$ cat config.mk
export PLATFORM = sky130hd
export DESIGN_NAME = hts_out_fifo
export DESIGN_NICKNAME = d
export VERILOG_FILES = /design/src/sv/hts_pkg.sv /design/src/sv/hts_out_fifo.sv
export VERILOG_INCLUDE_DIRS = /design/src /design/src/sv
export SDC_FILE = /design/constraint.sdc
export NUM_CORES = 1
export LEC_CHECK = 0
export BUFFER_PORTS_ARGS = -buffer_cell sky130_fd_sc_hd__buf_2
export CORE_UTILIZATION = 56
export DETAILED_ROUTE_END_ITERATION = 6
export PLACE_DENSITY = 0.87
export SKIP_CTS_REPAIR_TIMING = 1
export SLEW_MARGIN = 0
export SYNTH_ARGS = -nofsm -noshare
export SYNTH_HDL_FRONTEND = slang
export SYNTH_SLANG_ARGS = --single-unit
$ cat constraint.sdc
create_clock -name clk -period 5.3 [get_ports clk]
set_input_delay 0 -clock clk [delete_from_list [all_inputs] [get_ports clk]]
set_output_delay 0 -clock clk [all_outputs]
set_load 0.02 [all_outputs]
$ cat src/sv/huffman_tree_stream_decoder_defines.svh
// assertion macros shared by the decoder modules
`ifndef HUFFMAN_TREE_STREAM_DECODER_DEFINES_SVH
`define HUFFMAN_TREE_STREAM_DECODER_DEFINES_SVH

// condition holds at every edge out of reset
`define HTS_ASSERT_TRUE(lbl, c, msg) lbl: assert property (@(posedge clk) \
    disable iff (!rst_n) (c)) else $error(msg);

// consequence holds in the same cycle
`define HTS_ASSERT_IMPL(lbl, a, c, msg) lbl: assert property (@(posedge clk) \
    disable iff (!rst_n) (a) |-> (c)) else $error(msg);

// consequence holds in the next cycle
`define HTS_ASSERT_NEXT(lbl, a, c, msg) lbl: assert property (@(posedge clk) \
    disable iff (!rst_n) (a) |=> (c)) else $error(msg);

`endif

$ cat src/sv/hts_pkg.sv
`default_nettype none
package hts_pkg;

    localparam int MAX_NODES   = 512;
    localparam int STACK_DEPTH = 256;
    localparam int NODE_W      = $clog2(MAX_NODES);
    localparam int NC_W        = $clog2(MAX_NODES + 1);
    localparam int STK_AW      = $clog2(STACK_DEPTH);
    localparam int SP_W        = $clog2(STACK_DEPTH + 1);
    localparam int LEAF_BITS   = 8;

    // register indexes of the configuration port
    localparam logic [7:0] CFG_TREE = 8'd0;
    localparam logic [7:0] CFG_DATA = 8'd1;
    localparam logic [7:0] CFG_CAP  = 8'd2;

    // status codes
    localparam logic [2:0] ST_OK   = 3'd0;
    localparam logic [2:0] ST_SIZE = 3'd1;
    localparam logic [2:0] ST_OVF  = 3'd2;
    localparam logic [2:0] ST_INC  = 3'd3;
    localparam logic [2:0] ST_MAL  = 3'd4;

    typedef enum logic [2:0] {
        PH_IDLE,
        PH_TOKEN,
        PH_BRACKET,
        PH_LEAF,
        PH_DATA,
        PH_DONE
    } phase_t;

    typedef struct packed {
        logic [7:0]        value;
        logic [NODE_W-1:0] first;
        logic [NODE_W-1:0] last;
    } node_t;

    typedef struct packed {
        logic [NODE_W-1:0] node;
        logic [NODE_W-1:0] first;
    } stk_t;

    typedef struct packed {
        logic [7:0]  symbol;
        logic        symbol_valid;
        logic        done_res;
        logic [2:0]  status;
        logic [31:0] out_count;
    } result_t;

endpackage
`default_nettype wire

$ cat src/sv/hts_out_fifo.sv
`default_nettype none
`include "huffman_tree_stream_decoder_defines.svh"
module hts_out_fifo (
    input  wire logic            clk,
    input  wire logic            rst_n,
    input  wire logic            push,
    input  wire hts_pkg::result_t push_data,
    output logic                 room,
    output logic                 out_valid,
    input  wire logic            out_ready,
    output hts_pkg::result_t     out_data
);
    import hts_pkg::*;

    result_t    slot_reg [2];
    logic [1:0] count_reg;
    logic       wr_ptr_reg;
    logic       rd_ptr_reg;
    logic       pop;

    assign out_valid = (count_reg != 2'd0);
    assign room      = (count_reg != 2'd2);
    assign pop       = out_valid && out_ready;
    assign out_data  = slot_reg[rd_ptr_reg];

    // pointers and fill count
    always_ff @(posedge clk or negedge rst_n)
    begin
        if (!rst_n)
        begin
            count_reg  <= 2'd0;
            wr_ptr_reg <= 1'b0;
            rd_ptr_reg <= 1'b0;
        end
        else
        begin
            if (push)
                wr_ptr_reg <= ~wr_ptr_reg;
            if (pop)
                rd_ptr_reg <= ~rd_ptr_reg;
            if (push && !pop)
                count_reg <= count_reg + 2'd1;
            else if (pop && !push)
                count_reg <= count_reg - 2'd1;
        end
    end

    // item storage
    always_ff @(posedge clk)
    begin
        if (push)
            slot_reg[wr_ptr_reg] <= push_data;
    end

    `HTS_ASSERT_TRUE(a_count_range, count_reg <= 2'd2, "output queue count out of range")
    `HTS_ASSERT_IMPL(a_no_overrun, push && count_reg == 2'd2, pop, "push into a full queue")
    `HTS_ASSERT_NEXT(a_push_shows, push && count_reg == 2'd0, out_valid, "pushed item not shown")

endmodule
`default_nettype wire

[After elaboration in Yosys (flattened, before gate mapping)]
Memory sizes are Yosys's and may differ from the RTL's.
Index checks and enable logic that the tools add are counted.
Word-level totals
  register bits after elaboration: 4
  bits in writable memories: 90
  memories kept: 1
  bits of input ports: 49
  output and inout bits: 47
  word-level logic and storage cells: 20
Memories
  slot_reg: depth 2, width 45, read ports 1, clocked after Yosys merged registers in 0, wr ports 1, RTL line hts_out_fifo.sv:15  | result_t slot_reg [2];
Operators by class
  bitwise logic cells: 2
  add/subtract/negate cells: 2
  mux-type cells: 4
  equal/unequal tests: 1
  reduce and logical (&&, ||, !) cells: 7
Operators with widths (number)
  $mux W2: 2
  $reduce_bool A2 Y1: 2
  $logic_and A1 B1 Y1: 3
  $add A2 B1 Y2 const B: 1
  $logic_not A1 Y1: 2
  $mux W1: 2
  $ne A2 B2 Y1 const B: 1
  $not A1 Y1: 2
  $sub A2 B1 Y2 const B: 1

[Logic depth before layout (Yosys ltp)]
Gate-level depths: netlist of run 1.
  depth in word-level cells: 5
  mapped depth: 6
  depth with buffers taken out: 6

[Worst setup path after synthesis of run 1]
Ideal clock, no wire load.
  path kind: reg2reg
  start: register wr_ptr_reg
  end: memory slot_reg[0][0] (netlist name), enable pin
  cell stages (with the launch flop): 2
  clock period less this slack: 2.866 ns
  path buffers: 0
  data arrival time: 2.413 ns
  setup time: 0.453 ns
  data required time: 4.847 ns
  path slack: 2.434 ns
  path through: dfrtp_1 nor2b_1
RTL lines
  from (decl): RTL line hts_out_fifo.sv:17  | logic wr_ptr_reg;
  from (signal assigned): RTL line hts_out_fifo.sv:38  | wr_ptr_reg <= ~wr_ptr_reg;
  to (decl): RTL line hts_out_fifo.sv:15
No word-level cell before the write port.

==> flow_summary.ini, run 1 <==
[routing]
drc = 0
wl_per_cell_um = 17.0
routed_wl_mm = 6.60
num_vias = 1956
viasPerCell = 5.04
dr.pass1.iters = 6
drtIter0Drc = 72
final_antenna_net_count = 0

[clock_tree]
cts_root_buffer = clkbuf_8
cts_tree = yes
insertion_delay_ns = 0.33
clockBufferDepth = 2
cts.sinks = 94
h-tree-depth = 3
clk_pin_slew_ns = 0.09
numCtsBuffers = 9

[synthesis]
netlist-cell-type-count = 15
yosysWarnings = 0
synthTopCellsByArea = edfxtp_1 (74%), mux2_4 (16%), dfrtp_1 (2.8%), buf_12 (2.2%), mux2_2 (1.9%)
synth.top_cell.area_share_pct = 74.3
postSynthAreaPerCell_um2 = 23.3
ys_ff_latch = 94
yosysTopAreaCell = edfxtp_1
syn_area_um2 = 3640
ys_seq_area_share_pct = 77.1
syn_inst = 156
synth_nets = 206

[worst_setup_path]
cp.required_ns = 5.30
cp.arrival_ns = 2.19
critical_path.max_fanout = 27
startpoint = rd_ptr_reg
critPathLaunchType = register
worstReg2RegStart = wr_ptr_reg
crit_path_end_kind = output port
critPathKind = reg -> out

[sta]
fin_crit_sh_pct = 41.3
maxSlewViolCount = 0
setup_viol = 0
final.min_clock_period_ns = 2.19
skew_ns = 0.00624
max_freq_mhz = 456
slew_headroom_pct = 29.5
worstMarginPinSlew_ns = 1.06
finalHoldViolations = 0
tns_ns = 0
rsz0062_at_grt = false

[outcome]
status = completed

[finish]
final_common_cell = buf_2
largest_reg_flops = 90
antenna_cells = 0
n_fill_cell = 330
drive_gt1_share_pct = 51.4
final_nets = 358
final_area_um2 = 4850
layout_common_cells = buf_2 (95), edfxtp_1 (90), dlygate4sd3_1 (49)
area_growth_pct = 33.3

[placed_design]
portBuffers = 95
place_congestion = 0.688
place_area_um2 = 4140

[grt]
first_global_vias = 1740
overflow = 0
grt_pass1_wl_mm = 7.98
track_usage_pct = 16.9
antenna_found_initial = 0
grt_max_degree = 46

[run]
maxCapViolCount = 0

[floorplan]
core_area_um2 = 6100
initial_utilization_pct = 59.6
dieArea_um2 = 6820
die_h_um = 82.6
row_count = 28
die_w_um = 82.6
ios = 96

[power_and_ir_drop]
peakVddDrop_mv = 0.354
p_total_uw = 2420
powerDensity_nw_per_um2 = 499
power_leakage_uw = 0.00197

[min_path]
hold_start = push_data[11]
hp-class = in -> reg
==> layer usage <==
layer	vias up	wire (µm)	GRT usage, %
li1	910	-	-
met1	951	2600	20.3
met2	81	3540	28.3
met3	14	333	4.40
met4	0	128	8.62
met5	-	0	0
==> final cells by class <==
class / count / area [µm²] / area share [%]
clock buffer: 12 / 165 / 3.41
clock inverter: 4 / 53.8 / 1.11
multi-input combinational: 57 / 751 / 15.5
sequential: 94 / 2800 / 57.8
tap: 75 / 93.8 / 1.94
timing repair buffer: 146 / 981 / 20.2
==> logic make-up after synthesis <==
family	after synthesis	share of synthesized area [%]
adders and majority gates	1	0.344
DFF	94	77.1
buffers and inverters	5	2.51
and+or+nand+nor	6	0.895
xor gates and xnor gates	5	1.20
muxes	45	18.0
==> power by group <==
part | switching, µW | internal, µW | total [µW]
Combinational | 453 | 401 | 854
Sequential | 83.9 | 990 | 1070
Clock | 234 | 258 | 492
==> critical path, stage by stage, from the launching register on <==
cell and delay (ns):
dfrtp_2 0.76, buf_4 0.52, mux2_2 0.39, buf_2 0.16
==> synth_stat cells, drive strengths merged <==
master / instances
dfrtp: 4
and2: 1
nor2b: 1
or2: 1
nand2b: 1
nand2: 1
buf: 5
nor2: 1
mux2: 45
ha: 1
xnor2: 2
xor2: 3
edfxtp: 90
==> final timing paths <==
check | endpoint | cells past startpoint | slack [ns]
setup / recovery | out_data[37] | 3 | 3.11
hold / removal | slot_reg[1][11] | 2 | 0.38
setup reg to reg | slot_reg[1][2] | 1 | 3.60
hold reg to reg | count_reg[1] | 1 | 0.52
max in group asynchronous | rd_ptr_reg | 3 | 4.48
min in group asynchronous | count_reg[1] | 3 | 0.61
==> metrics by stage <==
stage	worst slack, ns	hold slack (ns)	instances	util [%]
after floorplan	2.43	-0.296	156	-
final	3.11	0.378	388	79.5
after CTS	3.08	-0.563	339	71.5
after global placement	3.48	-0.184	323	67.9
after detailed placement	3.48	-0.187	323	67.9
after global routing	3.02	0.384	388	79.5
No activity file was read; power rests on OpenSTA's default activity.
==> inputs of run 2 (changes only) <==
ABC_AREA = 1   (was not set)
CORE_UTILIZATION = 52   (was 56)
PLACE_DENSITY = 0.82   (was 0.87)
clock period = 2.2 ns   (was 5.3 ns; I/O delays follow)
==> flow_summary.ini, run 2 <==
[placed_design]
dp_cells = 430
portBuffers = 95
place_congestion = 0.812
place_ws_ns = 0.787
place_area_um2 = 4050
hpwl_mm = 4.09

[clock_tree]
clockBufferDepth = 2
insertion_delay_ns = 0.36
cts.sinks = 94
h-tree-depth = 3
cts_tree = yes
clk_pin_slew_ns = 0.10
cts_root_buffer = clkbuf_8
numCtsBuffers = 9

[synthesis]
syn_inst = 262
yosysTopAreaCell = edfxtp_1
ys.flop_type = edfxtp_1
ys_ff_latch = 94
yosysWarnings = 0
synth_nets = 312
synth.top_cells.by_count = nand2_1 (145), edfxtp_1 (90), inv_1 (6)
netlist-cell-type-count = 15
synthArstFlopShare_pct = 4.26
syn_area_um2 = 3540
synthTopCellsByArea = edfxtp_1 (76%), nand2_1 (15%), dfrtp_1 (2.8%), buf_12 (2.3%), inv_1 (0.64%)
synth.top_cell.area_share_pct = 76.4
synth-edff-count = 90
ys_seq_area_share_pct = 79.2
postSynthAreaPerCell_um2 = 13.5
yosysMostFrequentCell = nand2_1

[finish]
n_fill_cell = 434
final_area_um2 = 4730
largest_reg_flops = 90
drive_gt1_share_pct = 28.7
final_common_cell = nand2_1
antenna_cells = 0
layout_common_cells = nand2_1 (145), buf_2 (95), edfxtp_1 (90)
regArea_um2 = 2800
instances_no_fill = 495
multiInputGateArea_um2 = 602
area_growth_pct = 33.6
final_nets = 463

[routing]
num_vias = 2445
drc = 5
drtIter0Drc = 186
dr.pass1.iters = 6
routed_wl_mm = 7.45
wl_per_cell_um = 15.0
viasPerCell = 4.94
final_antenna_net_count = 0

[sta]
worstMarginPinSlew_ns = 0.585
setup_viol = 0
finalHoldViolations = 0
skew_ns = 0.00784
rsz0062_at_grt = false
final.min_clock_period_ns = 1.58
tns_ns = 0
setup_slack_ns = 0.619
max_freq_mhz = 633
fin_crit_sh_pct = 71.9
maxSlewViolCount = 0
slew_headroom_pct = 61.0

[grt]
antenna_found_initial = 0
grt_pass1_wl_mm = 9.67
overflow = 0
track_usage_pct = 18.1
first_global_vias = 2161
grt_max_degree = 47

[min_path]
hp-class = in -> reg

[worst_setup_path]
slowest_stage = dfrtp_2
cp.arrival_ns = 1.58
critical_path.max_fanout = 31
path_cells = inv_2, buf_12, nand2_1, nand2_1, buf_2
critPathKind = reg -> out
critPathLaunchType = register
cp.required_ns = 2.20
crit_path_end_kind = output port
crit_top_cell = nand2_1
cpPeakStageDelay_ns = 0.42

[power_and_ir_drop]
power_leakage_uw = 0.00208
peakVddDrop_mv = 0.713
powerDensity_nw_per_um2 = 1220

[outcome]
violations = design-rule violations
status = complete, but fails checks

[floorplan]
die_w_um = 84.5
core_area_um2 = 6460
dieArea_um2 = 7140
ios = 96
row_count = 29
initial_utilization_pct = 54.8
die_h_um = 84.5

[run]
maxCapViolCount = 0
## run 2: cell type report
| type | count | share of cell area, % |
|---|---|---|
| Clock buffer | 9 | 2.62 |
| Clock inverter | 7 | 1.30 |
| Inverter | 7 | 0.556 |
| Multi-Input combinational cell | 152 | 12.7 |
| Sequential cell | 94 | 59.3 |
| Tap cell | 77 | 2.04 |
| Timing Repair Buffer | 149 | 21.5 |
## run 2: critical path, delay by kind of cell, from the launching register on
kind	cells	cell delay, ns
buffers and inverters	3	0.64
AND/OR/NAND/NOR	2	0.16
flip-flops	1	0.42
## run 2: final timing paths
path	slack, ns	startpoint	cells past startpoint	to
max	0.62	rd_ptr_reg	5	out_data[14]
min	0.37	push_data[2]	2	slot_reg[1][2]
max reg2reg	0.79	wr_ptr_reg	2	slot_reg[0][4]
min reg2reg	0.52	count_reg[1]	2	count_reg[1]
max in group asynchronous	1.45	rst_n	3	rd_ptr_reg
min in group asynchronous	0.55	rst_n	3	wr_ptr_reg
## run 2: cell families after synthesis
kind of cell,count (synthesis),share of synthesized area [%]
simple gates,149,15.9
flops,94,79.2
buf+inv,16,4.03
xor+xnor,2,0.495
fa+ha+maj,1,0.353
## run 2: report_power, final
part	switching (µW)	internal (µW)	leakage, µW	total [µW]
Clock	644	435	0.0000956	1080
Sequential	110	2380	0.000891	2490
Combinational	1520	669	0.00109	2190
Total	2280	3480	0.00208	5760
## run 2: routing by layer
layer	global-route usage, %	vias to the layer above	wire (µm)	share of wire [%]
met2	31.6	120	4040	54
met4	8.63	0	164	2.2
li1	-	1177	-	-
met5	0	-	0	0
met1	21.2	1131	2830	38
met3	4.42	17	422	5.7
## run 2: through the flow
stage               hold slack (ns)  util (%)  power (µW)
floorplan                    -0.296         -        4040
global placement             -0.184      62.8        4580
detailed placement           -0.185      62.8        4650
CTS                          -0.576      65.6        5690
global route                  0.358      73.2        6060
finish                        0.366      73.2        5760
==> inputs of run 3 (changes only) <==
CORE_UTILIZATION = 47   (was 52)
PLACE_DENSITY = 0.79   (was 0.82)
clock period = 1.4 ns   (was 2.2 ns; I/O delays follow)
==> flow_summary.ini, run 3 (synthesis results as in run 2) <==
[routing]
drc = 0
dr.pass1.iters = 4
final_antenna_net_count = 0
viasPerCell = 4.73
drtIter0Drc = 79
routed_wl_mm = 7.27
wl_per_cell_um = 13.9
num_vias = 2475

[finish]
layout_common_cells = nand2_1 (137), edfxtp_1 (90), buf_2 (66)
antenna_cells = 0
area_growth_pct = 43.4
largest_reg_flops = 90
final_nets = 470
final_area_um2 = 5080
final_common_cell = nand2_1
drive_gt1_share_pct = 31.4

[sta]
setup_viol = 0
fin_crit_sh_pct = 98.3
worstMarginPinSlew_ns = 0.261
rsz0062_at_grt = true
maxSlewViolCount = 0
max_freq_mhz = 727
skew_ns = 0.00664
hold_slack_ns = 0.375
finalHoldViolations = 0
slew_headroom_pct = 82.6
final.min_clock_period_ns = 1.38

[floorplan]
initial_utilization_pct = 48.8
dieArea_um2 = 7880
die_h_um = 88.8
die_w_um = 88.8
ios = 96
core_area_um2 = 7250
row_count = 31

[worst_setup_path]
critical_path.max_fanout = 14
r2r_slack_ns = 0.12
path_cells = clkinv_4, clkbuf_16, nand2_1, nand2_1, buf_2
cp.arrival_ns = 1.38
crit_family = flip-flops
cp_num_buf_inv = 3
cp.required_ns = 1.40
slowest_stage = dfrtp_2
critPathLaunchType = register
crit_top_cell = nand2_1
crit_path_end_kind = output port
cpPeakStageDelay_ns = 0.46
critPathKind = reg -> out

[placed_design]
place_area_um2 = 4140
hpwl_mm = 3.96
portBuffers = 95
place_congestion = 0.762

[power_and_ir_drop]
powerDensity_nw_per_um2 = 1950
pwr-share-comb_pct = 45.1
power_leakage_uw = 0.00217
internal_power_uw = 6230
peakVddDrop_mv = 1.12
p_seq_share_pct = 39.6
power_switching_uw = 3660
pwr-share-clk_pct = 15.3
swShare_pct = 37.0

[clock_tree]
h-tree-depth = 3
numCtsBuffers = 9
cts_root_buffer = clkbuf_8
cts.sinks = 94
insertion_delay_ns = 0.35
clockBufferDepth = 2
cts_tree = yes
clk_pin_slew_ns = 0.09

[min_path]
hp-class = in -> reg

[grt]
track_usage_pct = 15.6
antenna_found_initial = 0
grt_max_degree = 46
first_global_vias = 1893
grt_pass1_wl_mm = 8.65
overflow = 0

[outcome]
status = completed

[run]
maxCapViolCount = 0
-- run 3: final timing paths --
| path | startpoint | endpoint | depth (start not counted) |
|---|---|---|---|
| max | rd_ptr_reg | out_data[7] | 5 |
| max reg2reg | count_reg[1] | count_reg[1] | 8 |
| max in group asynchronous | rst_n | rd_ptr_reg | 3 |
| min reg2reg | count_reg[1] | count_reg[1] | 2 |
| min in group asynchronous | rst_n | wr_ptr_reg | 3 |
| min | push_data[29] | slot_reg[0][29] | 2 |
-- run 3: per-stage QoR --
stage / util [%] / power (µW) / std cells / TNS (ns) / worst slack, ns
2_1_floorplan: - / 6360 / 262 / -10.02 / -0.117
3_3_place_gp: 57.1 / 7340 / 454 / 0 / 0.175
3_5_place_dp: 57.1 / 7420 / 454 / 0 / 0.0864
4_1_cts: 59.3 / 8920 / 469 / -3.12 / -0.112
5_1_grt: 70.0 / 10400 / 523 / -0.607 / -0.0424
6_report: 70.0 / 9890 / 523 / 0 / 0.0242
-- run 3: final cells by class --
| type | count | area (µm²) |
|---|---|---|
| clock inverters | 5 | 36.3 |
| well taps | 99 | 124 |
| inverters | 7 | 35.0 |
| repair buffers | 156 | 1330 |
| multi-input cells | 152 | 622 |
| flip-flops and latches | 94 | 2800 |
| clock buffers | 10 | 128 |
| fillers | 492 | 2180 |
-- run 3: worst reg2reg max path, cell delays in order, from the launching register on --
cell and delay [ns]:
dfrtp_1 0.37, inv_1 0.06, nand2_1 0.09, nand2_1 0.08, ha_1 0.31, inv_1 0.09, nand3_1 0.08, nand2_1 0.06
nand2_1 0.04
-- run 3: per-layer routing --
metal,part of all wire [%],GRT usage [%]
met1,41,17.5
met2,54,27.4
met3,4.4,4.38
met4,1.3,7.62
met5,0,0
-- run 3: power groups by stage --
| stage | sequential [µW] | clock, µW | combinational, µW |
|---|---|---|---|
| 3_3_place_gp | 3970 | 0 | 3370 |
| 3_5_place_dp | 3990 | 0 | 3430 |
| 4_1_cts | 3930 | 1550 | 3440 |
| 2_1_floorplan | 3930 | 0 | 2430 |
| 5_1_grt | 3960 | 1680 | 4790 |
| 6_report | 3920 | 1510 | 4460 |
